### config.mk
export PLATFORM = sky130hd
export DESIGN_NAME = websocket_frame_unmasker_flat
export DESIGN_NICKNAME = d
export VERILOG_FILES = /design/src/hdl/wsfu_pkg.sv /design/src/hdl/wsfu_in_if.sv /design/src/hdl/wsfu_out_if.sv /design/src/hdl/websocket_frame_unmasker.sv /design/src/hdl/wsfu_in_reg.sv /design/src/hdl/wsfu_parser.sv /design/src/hdl/wsfu_out_reg.sv /design/src/flat_wrapper.sv
export VERILOG_INCLUDE_DIRS = /design/src /design/src/hdl
export SDC_FILE = /design/constraint.sdc
export NUM_CORES = 1
export LEC_CHECK = 0
export CORE_UTILIZATION = 64
export DETAILED_ROUTE_END_ITERATION = 8
export DONT_BUFFER_PORTS = 1
export GPL_TIMING_DRIVEN = 0
export PLACE_DENSITY = 0.78
export SYNTH_ARGS = -nofsm -noshare
export SYNTH_HDL_FRONTEND = slang
export SYNTH_HIERARCHICAL = 1
export SYNTH_SLANG_ARGS = --single-unit
### constraint.sdc
create_clock -name clk -period 7.09 [get_ports clk]
set_input_delay 0.3545 -clock clk [delete_from_list [all_inputs] [get_ports clk]]
set_output_delay 0.3545 -clock clk [all_outputs]
set_load 0.02 [all_outputs]
### src/hdl/websocket_frame_unmasker_defines.svh
// ----------------------------------------------------------------------------
// WebSocket frame unmasker assertion macros
// Concurrent assertion forms used by the unmasker parser.
// ----------------------------------------------------------------------------
`ifndef WEBSOCKET_FRAME_UNMASKER_DEFINES_SVH
`define WEBSOCKET_FRAME_UNMASKER_DEFINES_SVH

// The consequent must hold in the same cycle as the antecedent.
`define WSFU_ASSERT_SAME(label, ante, cons, msg) \
    label: assert property (@(posedge clk) disable iff (!rst_n) (ante) |-> (cons)) \
        else $error(msg);

// The consequent must hold in the cycle after the antecedent.
`define WSFU_ASSERT_NEXT(label, ante, cons, msg) \
    label: assert property (@(posedge clk) disable iff (!rst_n) (ante) |=> (cons)) \
        else $error(msg);

`endif

### src/hdl/wsfu_pkg.sv
// ----------------------------------------------------------------------------
// WebSocket frame unmasker package
// Phase and result kind codes, header constants and the result record.
// ----------------------------------------------------------------------------
package wsfu_pkg;

    // Parser phases of a client-to-server frame.
    typedef enum logic [2:0] {
        PH_B0  = 3'd0,
        PH_B1  = 3'd1,
        PH_EXT = 3'd2,
        PH_KEY = 3'd3,
        PH_PAY = 3'd4,
        PH_ERR = 3'd5
    } phase_t;

    // Result kinds.
    typedef enum logic [1:0] {
        KIND_HEADER    = 2'd0,
        KIND_PAYLOAD   = 2'd1,
        KIND_RSV_ERR   = 2'd2,
        KIND_UNMASKED  = 2'd3
    } kind_t;

    // Header field constants.
    localparam logic [7:0] RSV_MASK       = 8'h70;
    localparam logic [6:0] LEN_CODE_EXT16 = 7'd126;
    localparam logic [6:0] LEN_CODE_EXT64 = 7'd127;
    localparam logic [3:0] EXT16_BYTES    = 4'd2;
    localparam logic [3:0] EXT64_BYTES    = 4'd8;
    localparam logic [1:0] KEY_LAST_INDEX = 2'd3;

    // One result item.
    typedef struct packed {
        kind_t       kind;
        logic        fin;
        logic [3:0]  opcode;
        logic [63:0] payload_length;
        logic [7:0]  out_byte;
        logic        last;
    } result_t;

endpackage

### src/hdl/wsfu_in_if.sv
// ----------------------------------------------------------------------------
// WebSocket frame unmasker input channel
// Valid/ready channel that carries one raw frame byte per transfer.
// ----------------------------------------------------------------------------
interface wsfu_in_if;

    logic       valid;
    logic       ready;
    logic [7:0] in_byte;

    modport source (output valid, output in_byte, input ready);
    modport sink   (input valid, input in_byte, output ready);

endinterface

### src/hdl/wsfu_out_if.sv
// ----------------------------------------------------------------------------
// WebSocket frame unmasker result channel
// Valid/ready channel that carries one header, payload or error result.
// ----------------------------------------------------------------------------
interface wsfu_out_if;

    logic        valid;
    logic        ready;
    logic [1:0]  kind;
    logic        fin;
    logic [3:0]  opcode;
    logic [63:0] payload_length;
    logic [7:0]  out_byte;
    logic        last;

    modport source (
        output valid, output kind, output fin, output opcode,
        output payload_length, output out_byte, output last,
        input  ready
    );
    modport sink (
        input  valid, input kind, input fin, input opcode,
        input  payload_length, input out_byte, input last,
        output ready
    );

endinterface

### src/hdl/websocket_frame_unmasker.sv
// A transferred byte is held in the input register, and its result is registered in the result register.
// Throughput: one byte per cycle; the input and result registers both drain and fill
// in the same cycle, so only result backpressure slows the stream.
// Reset: rst_n clears the parser to expect a new frame header and empties both
// registers; after a reserved-bit or unmasked error, only reset resumes parsing.
// ----------------------------------------------------------------------------
// WebSocket frame unmasker
// Parses client-to-server frame headers and unmasks the payload byte stream.
// ----------------------------------------------------------------------------
module websocket_frame_unmasker (
    input  logic       clk,
    input  logic       rst_n,
    wsfu_in_if.sink    frame,
    wsfu_out_if.source result
);

    logic              held_valid;
    logic [7:0]        held_byte;
    logic              out_free;
    logic              step;
    logic              res_valid;
    wsfu_pkg::result_t res;

    // A held byte is processed whenever the result register can take its result.
    assign step = held_valid && out_free;

    wsfu_in_reg u_in_reg (
        .clk        (clk),
        .rst_n      (rst_n),
        .frame      (frame),
        .take       (step),
        .held_valid (held_valid),
        .held_byte  (held_byte)
    );

    wsfu_parser u_parser (
        .clk       (clk),
        .rst_n     (rst_n),
        .step      (step),
        .in_byte   (held_byte),
        .res_valid (res_valid),
        .res       (res)
    );

    wsfu_out_reg u_out_reg (
        .clk       (clk),
        .rst_n     (rst_n),
        .res_valid (res_valid),
        .res       (res),
        .free      (out_free),
        .result    (result)
    );

endmodule

### src/hdl/wsfu_in_reg.sv
// ----------------------------------------------------------------------------
// WebSocket frame unmasker input register
// Captures one incoming byte and holds it until the parser consumes it.
// ----------------------------------------------------------------------------
module wsfu_in_reg (
    input  logic       clk,
    input  logic       rst_n,
    wsfu_in_if.sink    frame,
    input  logic       take,
    output logic       held_valid,
    output logic [7:0] held_byte
);

    logic       valid_reg;
    logic       valid_next;
    logic [7:0] byte_reg;
    logic       load;

    // The register accepts a transfer when it is empty or drains this cycle.
    assign frame.ready = !valid_reg || take;
    assign load        = frame.valid && frame.ready;

    always_comb
    begin
        valid_next = valid_reg;
        if (load)
        begin
            valid_next = 1'b1;
        end
        else if (take)
        begin
            valid_next = 1'b0;
        end
    end

    always_ff @(posedge clk or negedge rst_n)
    begin
        if (!rst_n)
        begin
            valid_reg <= 1'b0;
        end
        else
        begin
            valid_reg <= valid_next;
        end
    end

    // Payload register needs no reset.
    always_ff @(posedge clk)
    begin
        if (load)
        begin
            byte_reg <= frame.in_byte;
        end
    end

    assign held_valid = valid_reg;
    assign held_byte  = byte_reg;

endmodule

### src/hdl/wsfu_parser.sv
// ----------------------------------------------------------------------------
// WebSocket frame unmasker parser
// Header parsing state, masking key and payload unmasking for one byte.
// ----------------------------------------------------------------------------
`include "websocket_frame_unmasker_defines.svh"

module wsfu_parser (
    input  logic              clk,
    input  logic              rst_n,
    input  logic              step,
    input  logic [7:0]        in_byte,
    output logic              res_valid,
    output wsfu_pkg::result_t res
);

    wsfu_pkg::phase_t phase_reg;
    wsfu_pkg::phase_t phase_next;
    logic             fin_flag_reg;
    logic             fin_flag_next;
    logic [3:0]       frame_opcode_reg;
    logic [3:0]       frame_opcode_next;
    logic [3:0]       ext_bytes_left_reg;
    logic [3:0]       ext_bytes_left_next;
    logic [63:0]      frame_length_reg;
    logic [63:0]      frame_length_next;
    logic [31:0]      mask_key_reg;
    logic [31:0]      mask_key_next;
    logic [1:0]       key_index_reg;
    logic [1:0]       key_index_next;
    logic [63:0]      bytes_remaining_reg;
    logic [63:0]      bytes_remaining_next;

    logic [6:0]       len7;
    logic [1:0]       key_sel;
    logic [7:0]       key_byte;
    logic             last_payload;
    logic             key_done;

    assign len7         = in_byte[6:0];
    // Key bytes are stored first byte in the top bits, so index k picks byte 3-k.
    assign key_sel      = ~key_index_reg;
    assign key_byte     = mask_key_reg[{key_sel, 3'b000} +: 8];
    assign last_payload = (bytes_remaining_reg == 64'd1);
    assign key_done     = (key_index_reg == wsfu_pkg::KEY_LAST_INDEX);

    // Next phase of the frame parser.
    always_comb
    begin
        phase_next = phase_reg;
        if (step)
        begin
            case (phase_reg)
                wsfu_pkg::PH_B0:
                begin
                    if ((in_byte & wsfu_pkg::RSV_MASK) != 8'd0)
                    begin
                        phase_next = wsfu_pkg::PH_ERR;
                    end
                    else
                    begin
                        phase_next = wsfu_pkg::PH_B1;
                    end
                end
                wsfu_pkg::PH_B1:
                begin
                    if (!in_byte[7])
                    begin
                        phase_next = wsfu_pkg::PH_ERR;
                    end
                    else if (len7 == wsfu_pkg::LEN_CODE_EXT16 ||
                             len7 == wsfu_pkg::LEN_CODE_EXT64)
                    begin
                        phase_next = wsfu_pkg::PH_EXT;
                    end
                    else
                    begin
                        phase_next = wsfu_pkg::PH_KEY;
                    end
                end
                wsfu_pkg::PH_EXT:
                begin
                    if (ext_bytes_left_reg == 4'd1)
                    begin
                        phase_next = wsfu_pkg::PH_KEY;
                    end
                end
                wsfu_pkg::PH_KEY:
                begin
                    if (key_done)
                    begin
                        if (frame_length_reg == 64'd0)
                        begin
                            phase_next = wsfu_pkg::PH_B0;
                        end
                        else
                        begin
                            phase_next = wsfu_pkg::PH_PAY;
                        end
                    end
                end
                wsfu_pkg::PH_PAY:
                begin
                    if (last_payload)
                    begin
                        phase_next = wsfu_pkg::PH_B0;
                    end
                end
                default:
                begin
                    phase_next = phase_reg;
                end
            endcase
        end
    end

    // Frame fields, key and counters, and the result of the current byte.
    always_comb
    begin
        fin_flag_next        = fin_flag_reg;
        frame_opcode_next    = frame_opcode_reg;
        ext_bytes_left_next  = ext_bytes_left_reg;
        frame_length_next    = frame_length_reg;
        mask_key_next        = mask_key_reg;
        key_index_next       = key_index_reg;
        bytes_remaining_next = bytes_remaining_reg;
        res_valid            = 1'b0;
        res.kind             = wsfu_pkg::KIND_HEADER;
        res.fin              = fin_flag_reg;
        res.opcode           = frame_opcode_reg;
        res.payload_length   = 64'd0;
        res.out_byte         = 8'd0;
        res.last             = 1'b0;
        if (step)
        begin
            case (phase_reg)
                wsfu_pkg::PH_B0:
                begin
                    fin_flag_next     = in_byte[7];
                    frame_opcode_next = in_byte[3:0];
                    if ((in_byte & wsfu_pkg::RSV_MASK) != 8'd0)
                    begin
                        res_valid  = 1'b1;
                        res.kind   = wsfu_pkg::KIND_RSV_ERR;
                        res.fin    = in_byte[7];
                        res.opcode = in_byte[3:0];
                    end
                end
                wsfu_pkg::PH_B1:
                begin
                    if (!in_byte[7])
                    begin
                        res_valid = 1'b1;
                        res.kind  = wsfu_pkg::KIND_UNMASKED;
                    end
                    else
                    begin
                        key_index_next = 2'd0;
                        mask_key_next  = 32'd0;
                        if (len7 == wsfu_pkg::LEN_CODE_EXT16)
                        begin
                            frame_length_next   = 64'd0;
                            ext_bytes_left_next = wsfu_pkg::EXT16_BYTES;
                        end
                        else if (len7 == wsfu_pkg::LEN_CODE_EXT64)
                        begin
                            frame_length_next   = 64'd0;
                            ext_bytes_left_next = wsfu_pkg::EXT64_BYTES;
                        end
                        else
                        begin
                            frame_length_next   = {57'd0, len7};
                            ext_bytes_left_next = 4'd0;
                        end
                    end
                end
                wsfu_pkg::PH_EXT:
                begin
                    frame_length_next   = {frame_length_reg[55:0], in_byte};
                    ext_bytes_left_next = ext_bytes_left_reg - 4'd1;
                end
                wsfu_pkg::PH_KEY:
                begin
                    mask_key_next  = {mask_key_reg[23:0], in_byte};
                    key_index_next = key_index_reg + 2'd1;
                    if (key_done)
                    begin
                        bytes_remaining_next = frame_length_reg;
                        res_valid            = 1'b1;
                        res.kind             = wsfu_pkg::KIND_HEADER;
                        res.payload_length   = frame_length_reg;
                        res.last             = (frame_length_reg == 64'd0);
                    end
                end
                wsfu_pkg::PH_PAY:
                begin
                    bytes_remaining_next = bytes_remaining_reg - 64'd1;
                    res_valid            = 1'b1;
                    res.kind             = wsfu_pkg::KIND_PAYLOAD;
                    res.payload_length   = frame_length_reg;
                    res.out_byte         = in_byte ^ key_byte;
                    res.last             = last_payload;
                    if (last_payload)
                    begin
                        key_index_next = 2'd0;
                    end
                    else
                    begin
                        key_index_next = key_index_reg + 2'd1;
                    end
                end
                default:
                begin
                    res_valid = 1'b0;
                end
            endcase
        end
    end

    // Parser state registers.
    always_ff @(posedge clk or negedge rst_n)
    begin
        if (!rst_n)
        begin
            phase_reg           <= wsfu_pkg::PH_B0;
            fin_flag_reg        <= 1'b0;
            frame_opcode_reg    <= 4'd0;
            ext_bytes_left_reg  <= 4'd0;
            frame_length_reg    <= 64'd0;
            mask_key_reg        <= 32'd0;
            key_index_reg       <= 2'd0;
            bytes_remaining_reg <= 64'd0;
        end
        else
        begin
            phase_reg           <= phase_next;
            fin_flag_reg        <= fin_flag_next;
            frame_opcode_reg    <= frame_opcode_next;
            ext_bytes_left_reg  <= ext_bytes_left_next;
            frame_length_reg    <= frame_length_next;
            mask_key_reg        <= mask_key_next;
            key_index_reg       <= key_index_next;
            bytes_remaining_reg <= bytes_remaining_next;
        end
    end

    // An error is sticky until reset.
    `WSFU_ASSERT_NEXT(a_err_sticky, phase_reg == wsfu_pkg::PH_ERR,
        phase_reg == wsfu_pkg::PH_ERR, "parser left the error phase")
    // Nothing is produced once the stream is rejected.
    `WSFU_ASSERT_SAME(a_err_silent, phase_reg == wsfu_pkg::PH_ERR,
        !res_valid, "result produced in the error phase")
    // The payload phase always has at least one byte to go.
    `WSFU_ASSERT_SAME(a_pay_nonzero, phase_reg == wsfu_pkg::PH_PAY,
        bytes_remaining_reg != 64'd0, "payload phase with no bytes left")
    // Each new frame starts with the key rotation at its first byte.
    `WSFU_ASSERT_SAME(a_key_aligned, phase_reg == wsfu_pkg::PH_B0,
        key_index_reg == 2'd0, "key index not aligned at frame start")

endmodule

### src/hdl/wsfu_out_reg.sv
// ----------------------------------------------------------------------------
// WebSocket frame unmasker result register
// Holds one result until the result channel completes its transfer.
// ----------------------------------------------------------------------------
module wsfu_out_reg (
    input  logic              clk,
    input  logic              rst_n,
    input  logic              res_valid,
    input  wsfu_pkg::result_t res,
    output logic              free,
    wsfu_out_if.source        result
);

    logic              valid_reg;
    logic              valid_next;
    wsfu_pkg::result_t res_reg;

    // The register can take a new result when empty or being drained.
    assign free = !valid_reg || result.ready;

    always_comb
    begin
        valid_next = valid_reg;
        if (res_valid)
        begin
            valid_next = 1'b1;
        end
        else if (result.ready)
        begin
            valid_next = 1'b0;
        end
    end

    always_ff @(posedge clk or negedge rst_n)
    begin
        if (!rst_n)
        begin
            valid_reg <= 1'b0;
        end
        else
        begin
            valid_reg <= valid_next;
        end
    end

    // Result payload needs no reset.
    always_ff @(posedge clk)
    begin
        if (res_valid)
        begin
            res_reg <= res;
        end
    end

    assign result.valid          = valid_reg;
    assign result.kind           = res_reg.kind;
    assign result.fin            = res_reg.fin;
    assign result.opcode         = res_reg.opcode;
    assign result.payload_length = res_reg.payload_length;
    assign result.out_byte       = res_reg.out_byte;
    assign result.last           = res_reg.last;

endmodule
### src/flat_wrapper.sv
// flat-port wrapper written by rule: the top's interface ports become plain ports
module websocket_frame_unmasker_flat 
  (clk, rst_n, frame_valid, frame_in_byte, frame_ready, result_valid, result_kind, result_fin, result_opcode, result_payload_length, result_out_byte, result_last, result_ready);
  wsfu_in_if frame_i ();
  wsfu_out_if result_i ();
  input  logic clk;
  input  logic rst_n;
  input wire logic [$bits(frame_i.valid)-1:0] frame_valid;
  input wire logic [$bits(frame_i.in_byte)-1:0] frame_in_byte;
  output wire logic [$bits(frame_i.ready)-1:0] frame_ready;
  output wire logic [$bits(result_i.valid)-1:0] result_valid;
  output wire logic [$bits(result_i.kind)-1:0] result_kind;
  output wire logic [$bits(result_i.fin)-1:0] result_fin;
  output wire logic [$bits(result_i.opcode)-1:0] result_opcode;
  output wire logic [$bits(result_i.payload_length)-1:0] result_payload_length;
  output wire logic [$bits(result_i.out_byte)-1:0] result_out_byte;
  output wire logic [$bits(result_i.last)-1:0] result_last;
  input wire logic [$bits(result_i.ready)-1:0] result_ready;
  assign frame_i.valid = frame_valid;
  assign frame_i.in_byte = frame_in_byte;
  assign frame_ready = frame_i.ready;
  assign result_valid = result_i.valid;
  assign result_kind = result_i.kind;
  assign result_fin = result_i.fin;
  assign result_opcode = result_i.opcode;
  assign result_payload_length = result_i.payload_length;
  assign result_out_byte = result_i.out_byte;
  assign result_last = result_i.last;
  assign result_i.ready = result_ready;
  websocket_frame_unmasker u_core (.clk(clk), .rst_n(rst_n), .frame(frame_i), .result(result_i));
endmodule
==> results of run 1 <==
report_power, final:
group	leakage (nW)	internal [mW]	total, mW	switching [mW]
clock	0.430	0.833	1.41	0.577
combinational	2.02	0.711	1.75	1.04
sequential	3.04	1.98	2.58	0.591
placed cells by master, fill, tap and decap left out, types with 9 or more instances in the layout:
cell	netlist	final
or4_1	9	9
nand2b_1	10	10
nand3_1	27	27
a22o_1	89	89
clkbuf_1	57	67
clkbuf_16	0	27
edfxtp_1	88	88
nand2_1	80	80
mux2_2	11	11
and2_1	60	60
o22ai_1	18	18
nor3_1	38	38
or3_1	19	19
a2bb2oi_1	10	10
inv_1	21	21
a21oi_1	66	65
dlygate4sd3_1	0	11
nor2_1	80	80
nand4_1	18	18
dfrtp_1	176	176
o21ai_0	45	45
nor4_1	36	36
critical path: cells and delay by family, from the launching register on:
kind                   cells  cell delay (ns)
AOI/OAI and AO/OA          1             1.05
buffers and inverters      3             1.74
DFF                        1             0.48
and+or+nand+nor            3             0.64
repair_timing:
action,CTS,global route
resized for setup,0,0
hold endpoints to repair,186,0
setup buffers,0,0
hold buffers,12,0
worst paths after layout:
kind,to,slack [ns]
hold / removal,u_core/u_in_reg/held_byte[1]$_DFFE_PP_,0.15
max in group asynchronous,u_core/u_parser/mask_key_reg[11]$_DFFE_PN0P_,5.91
min in group asynchronous,u_core/u_parser/frame_length_reg[43]$_DFFE_PN0P_,0.55
setup reg to reg,u_core/u_out_reg/result.payload_length[61]$_DFFE_PP_,3.03
hold reg to reg,u_core/u_parser/mask_key_reg[28]$_DFFE_PN0P_,0.51
setup / recovery,u_core/u_out_reg/result.payload_length[61]$_DFFE_PP_,3.03
cells in the mapped netlist, drive strengths merged, types with 10 or more instances:
| library cell | instances |
|---|---|
| a21oi | 67 |
| nand3 | 27 |
| a22o | 89 |
| o22ai | 18 |
| edfxtp | 88 |
| nor2 | 80 |
| and2 | 61 |
| a2bb2oi | 10 |
| nand2b | 13 |
| mux2 | 11 |
| buf | 10 |
| inv | 21 |
| nor4 | 38 |
| nor3 | 39 |
| o21ai | 48 |
| nand2 | 80 |
| or3 | 20 |
| dfrtp | 176 |
| or4 | 15 |
| nand4 | 18 |
| clkbuf | 58 |
stage by stage:
stage	std cells	total power, mW	TNS (ns)	utilization, %	hold slack, ns
after floorplan	1108	3.65	0	-	0.0589
after global routing	1406	5.99	0	72.7	0.140
after detailed placement	1344	4.24	0	67.3	0.0668
final	1406	5.73	0	72.7	0.147
after CTS	1406	5.69	0	72.7	0.124
after global placement	1342	4.20	-50.91	67.0	0.0670
cells by family after synthesis:
family | synth area share, %
and+or+nand+nor | 18.3
AOI/OAI and AO/OA | 17.1
DFF | 57.4
buffers and inverters | 3.20
muxes | 2.96
xor gates and xnor gates | 0.570
adders and majority gates | 0.509
layer usage:
metal | GRT usage (%) | vias up
li1 | - | 4291
met1 | 52.0 | 4827
met2 | 57.6 | 610
met3 | 7.59 | 110
met4 | 17.2 | 0
met5 | 0 | -
cell type report:
class	instances	area, sq um	area share, %
plain buffers	69	310	2.27
clock buffers	42	782	5.73
clock inverters	8	104	0.761
inverters	22	82.6	0.605
multi-input cells	753	4860	35.6
flip-flops and latches	264	7050	51.6
well taps	234	293	2.14
repair buffers	14	178	1.30
==> flow_metrics.py, run 1 <==
metrics = {
    "floorplanning": {
        "initial_core_util_pct": 65.5,
        "num_io_pins": 94,
        "rows": 50,
        "die_h_um": 141,
        "dieArea_sq_um": 19800,
        "die_w_um": 141,
        "coreArea_sq_um": 18800,
    },
    "timing": {
        "setup_viol": 0,
        "clock_skew_ns": 0.00964,
        "slew_viol_final": 0,
        "timing.final.crit_period_ns": 4.06,
        "fin_crit_sh_pct": 57.2,
        "rsz0062_at_grt": "no",
        "max_slew_margin_pct": 10.3,
        "worst-slew-pin-transition_ns": 1.34,
        "hold_viol_final": 0,
        "worst_slack_ns": 3.03,
        "fmax_mhz": 247,
    },
    "clock_tree": {
        "path_clk_slew_ns": 0.06,
        "clockRootBuffer": "clkbuf_16",
        "cts_made_buffers": 27,
        "clk-insertion-delay-late_ns": 0.54,
        "cts_tree": "built",
        "clk_path_buf_depth": 3,
        "clock_sinks": 264,
        "h-tree-depth": 1,
    },
    "finish": {
        "area_growth_pct": 11.1,
        "fillCellCount": 1327,
        "stdcell_area_sq_um": 13700,
        "diodes": 0,
        "drive_gt1_share_pct": 8.11,
        "nets": 1168,
    },
    "place": {
        "place.gp.congestion": 0.980,
        "numPortBuffers": 0,
        "hpwlAfterDp_um": 23700,
        "place_area_sq_um": 12600,
        "pre_cts_slack_ns": 3.21,
    },
    "drt": {
        "avgViaCountPerCell": 7.00,
        "dr_wl_met2_um": 16000,
        "maxUsedRoutingLayer": "met4",
        "met1_length_um": 14400,
        "drt_iter0_drc": 1091,
        "drc_errors": 0,
        "wl_per_cell_um": 25.3,
        "firstDrtPassIters": 6,
        "postRouteWirelength_um": 35600,
        "ant_nets": 0,
        "num_vias": 9838,
        "wl_met3_um": 3510,
    },
    "pwr": {
        "power.density_nw_per_um2": 420,
        "peakVddDrop_uv": 319,
        "power.leakage_nw": 5.48,
    },
    "logic_synthesis": {
        "synthFlopType": "dfrtp_1",
        "synth_top_area_share_pct": 35.8,
        "synth_area_leaders": "dfrtp_1 (36%), edfxtp_1 (22%), a22o_1 (6.3%), and2_1 (3.1%), a21oi_1 (2.7%)",
        "synth.avg_cell_area_sq_um": 11.1,
        "synthCells": 1108,
        "yosysTopAreaCell": "dfrtp_1",
        "seq_area_frac_synth_pct": 57.4,
        "synth_edf_count": 88,
        "synthArstFlopShare_pct": 66.7,
        "synthesis.nets": 1125,
        "yosysWarnings": 6,
        "syn_area_sq_um": 12300,
        "ys_ff_latch": 264,
        "synth.distinct_cells": 76,
    },
    "status": {
        "status": "finished clean",
    },
    "critical_path": {
        "cp.required_ns": 7.49,
        "cpPeakStageDelay_ns": 1.05,
        "critPathArrivalTime_ns": 4.45,
        "cp-start-kind": "flip-flop",
        "critPathCaptureType": "flip-flop",
        "r2r-start": "u_core/u_out_reg/result.valid$_DFFE_PN0P_",
        "worstSetupStartpoint": "u_core/u_out_reg/result.valid$_DFFE_PN0P_",
        "rr_worst_depth": 7,
        "slowest_stage": "a21oi_1",
        "critical_path_class": "flip-flop to flip-flop",
        "path_cells": "nand2b_4, and2_1, clkinv_1, a21oi_1, clkbuf_1, clkbuf_1, and2_1",
        "critPathMaxFanout": 10,
    },
    "flow_run": {
        "maxCapViolations": 0,
    },
    "global_routing": {
        "grt_overflow": 0,
        "grt_pass1_wl_um": 55500,
        "grt_max_degree": 177,
        "grt_usage_pct": 37.5,
        "antenna_found_initial": 0,
        "grt_pass1_vias": 9579,
    },
    "min_path": {
        "whs_path_depth": 1,
        "hp-class": "input port to flip-flop",
        "hold_start": "frame_valid",
    },
}
No activity file was read; power rests on OpenSTA's default activity.
==> run 2, diff against run 1 <==
--- a/config.mk
+++ b/config.mk
@@ -6,6 +6,7 @@
 export SDC_FILE = /design/constraint.sdc
 export NUM_CORES = 1
 export LEC_CHECK = 0
+export ABC_AREA = 1
 export CORE_UTILIZATION = 64
 export DETAILED_ROUTE_END_ITERATION = 8
 export DONT_BUFFER_PORTS = 1
==> constraint.sdc (replaced) <==
create_clock -name clk -period 3.81 [get_ports clk]
set_input_delay 0.1905 -clock clk [delete_from_list [all_inputs] [get_ports clk]]
set_output_delay 0.1905 -clock clk [all_outputs]
set_load 0.02 [all_outputs]
==> flow_metrics.py, run 2 <==
metrics = {
    "status": {
        "status": "finished with violations",
        "violations": "hold timing",
    },
    "logic_synthesis": {
        "yosysTopAreaCell": "dfrtp_1",
        "ys_ff_latch": 264,
        "synthTopCellsByCount": "nand2_1 (402), nor2_1 (233), inv_1 (181)",
        "synth_most_common_cell": "nand2_1",
        "synthFlopType": "dfrtp_1",
        "yosysWarnings": 6,
        "seq_area_frac_synth_pct": 53.7,
        "synth.avg_cell_area_sq_um": 8.22,
        "syn_area_sq_um": 13100,
        "synth.distinct_cells": 35,
        "synth_top_area_share_pct": 33.5,
        "synth_area_leaders": "dfrtp_1 (34%), edfxtp_1 (20%), nand2_1 (11%), nor2_1 (6.7%), inv_1 (5.2%)",
        "synth_edf_count": 88,
        "synthesis.nets": 1615,
        "synthCells": 1598,
        "synthArstFlopShare_pct": 66.7,
    },
    "finish": {
        "drive_gt1_share_pct": 9.02,
        "fillCellCount": 1566,
        "final_common_cell": "nand2_1",
        "nets": 1658,
        "layout_common_cells": "nand2_1 (402), nor2_1 (233), inv_1 (181), dfrtp_1 (176), o21ai_0 (114)",
        "diodes": 0,
        "area_growth_pct": 11.2,
        "final_util_pct": 72.4,
    },
    "clock_tree": {
        "cts_tree": "built",
        "cts_resized": 0,
        "ctsHoldBuffers": 10,
        "cts_made_buffers": 28,
        "clk-insertion-delay-late_ns": 0.57,
        "path_clk_slew_ns": 0.06,
        "clk_path_buf_depth": 3,
        "clockRootBuffer": "clkbuf_16",
        "h-tree-depth": 1,
        "post_cts_buffers": 0,
        "clock_sinks": 264,
    },
    "drt": {
        "wl_per_cell_um": 19.1,
        "firstDrtPassIters": 6,
        "ant_nets": 0,
        "drt_iter0_drc": 1321,
        "num_vias": 11300,
        "postRouteWirelength_um": 37000,
        "drc_errors": 0,
        "avgViaCountPerCell": 5.86,
    },
    "timing": {
        "slew_viol_final": 0,
        "tns_ns": 0,
        "whs_ns": -0.659,
        "setup_viol": 0,
        "fin_crit_sh_pct": 73.5,
        "rsz0062_at_grt": "no",
        "timing.final.crit_period_ns": 2.80,
        "worst-slew-pin-transition_ns": 0.823,
        "clock_skew_ns": 0.0246,
        "worst_slack_ns": 1.01,
        "max_slew_margin_pct": 45.1,
        "hold_viol_final": 176,
        "fmax_mhz": 357,
    },
    "global_routing": {
        "grt_overflow": 0,
        "antenna_found_initial": 0,
        "grt_max_degree": 177,
        "grt_pass1_wl_um": 58000,
        "grt_usage_pct": 35.6,
        "grt_pass1_vias": 10700,
    },
    "place": {
        "place.gp.congestion": 0.997,
        "pre_cts_slack_ns": 1.05,
        "numPortBuffers": 0,
        "hpwlAfterDp_um": 25700,
    },
    "min_path": {
        "hp-class": "input port to asynchronous set/reset pin",
    },
    "pwr": {
        "peakVddDrop_uv": 526,
        "power.leakage_nw": 6.08,
        "power.density_nw_per_um2": 892,
    },
    "floorplanning": {
        "initial_core_util_pct": 65.1,
        "dieArea_sq_um": 21100,
        "die_w_um": 145,
        "num_io_pins": 94,
        "rows": 52,
        "die_h_um": 145,
        "coreArea_sq_um": 20200,
    },
    "critical_path": {
        "critPathMaxFanout": 21,
        "cp.required_ns": 4.07,
        "critical_path_class": "flip-flop to flip-flop",
        "critPathCaptureType": "flip-flop",
        "cp-start-kind": "flip-flop",
        "critPathArrivalTime_ns": 3.06,
    },
    "flow_run": {
        "maxCapViolations": 0,
    },
}
run 2: cell count changes after synthesis, moves of 39 or more:
cell      delta
o22ai_1     +76
o21ai_0     +69
a22o_1      -89
inv_1      +160
nor2_1     +153
nand3_1     +63
and2_1      -57
nand2_1    +322
clkbuf_1    -39
run 2: worst max-delay path, cell delays in order, from the launching register on:
cell      delay (ns)
dfrtp_1         0.46
nor2_2          0.17
nand2_2         0.22
clkbuf_1        0.43
a31oi_4         0.77
buf_16          0.24
buf_16          0.18
run 2: logic make-up after synthesis:
logic type	Yosys count	synth area share, %
buffers and inverters	242	7.67
AND/OR/NAND/NOR	807	26.3
adder cells (fa/ha/maj)	5	0.476
AO/OA/AOI/OAI	274	11.5
XOR/XNOR	6	0.400
flip-flops	264	53.7
run 2: path summary, 6_finish.rpt:
kind,startpoint,endpoint,slack (ns),depth (start not counted)
setup / recovery,u_core/u_parser/phase_reg[0]$_DFFE_PN0P_,u_core/u_out_reg/result.payload_length[63]$_DFFE_PP_,1.01,6
hold / removal,rst_n,u_core/u_parser/bytes_remaining_reg[13]$_DFFE_PN0P_,-0.66,0
setup reg to reg,u_core/u_parser/phase_reg[0]$_DFFE_PN0P_,u_core/u_out_reg/result.payload_length[63]$_DFFE_PP_,1.01,6
max in group asynchronous,rst_n,u_core/u_parser/frame_length_reg[51]$_DFFE_PN0P_,4.22,0
min in group clk,frame_in_byte[4],u_core/u_in_reg/held_byte[4]$_DFFE_PP_,0.25,1
hold reg to reg,u_core/u_parser/frame_opcode_reg[3]$_DFFE_PN0P_,u_core/u_parser/frame_opcode_reg[3]$_DFFE_PN0P_,0.50,1
run 2: cell type report:
class	instances	area [sq um]	area share, %
clock inverter	18	194	1.33
sequential	264	7050	48.2
clock buffer	34	753	5.16
timing repair buffer	13	175	1.20
inverter	185	694	4.75
tap	270	338	2.31
multi-input combinational	1092	5090	34.9
buffer	57	313	2.14
run 2: report_power, final:
part	switching, mW	internal [mW]
combinational	3.20	1.48
clock	1.14	1.62
sequential	1.27	4.33
total	5.60	7.43
run 2: stage by stage:
step	power (mW)	cell area (sq um)	cells
final	13.0	14600	1933
after floorplan	8.67	13100	1598
after detailed placement	10.1	13600	1871
after CTS	12.9	14600	1933
after global routing	13.8	14600	1933
after global placement	9.90	13500	1868
run 2: layer usage:
metal  part of all wire [%]  GRT usage (%)  vias to the layer above
li1                       -              -                     5300
met1                     41           50.1                     5329
met2                     45           55.0                      605
met3                    9.0           5.22                       97
met4                    4.7           16.1                        0
met5                      0              0                        -
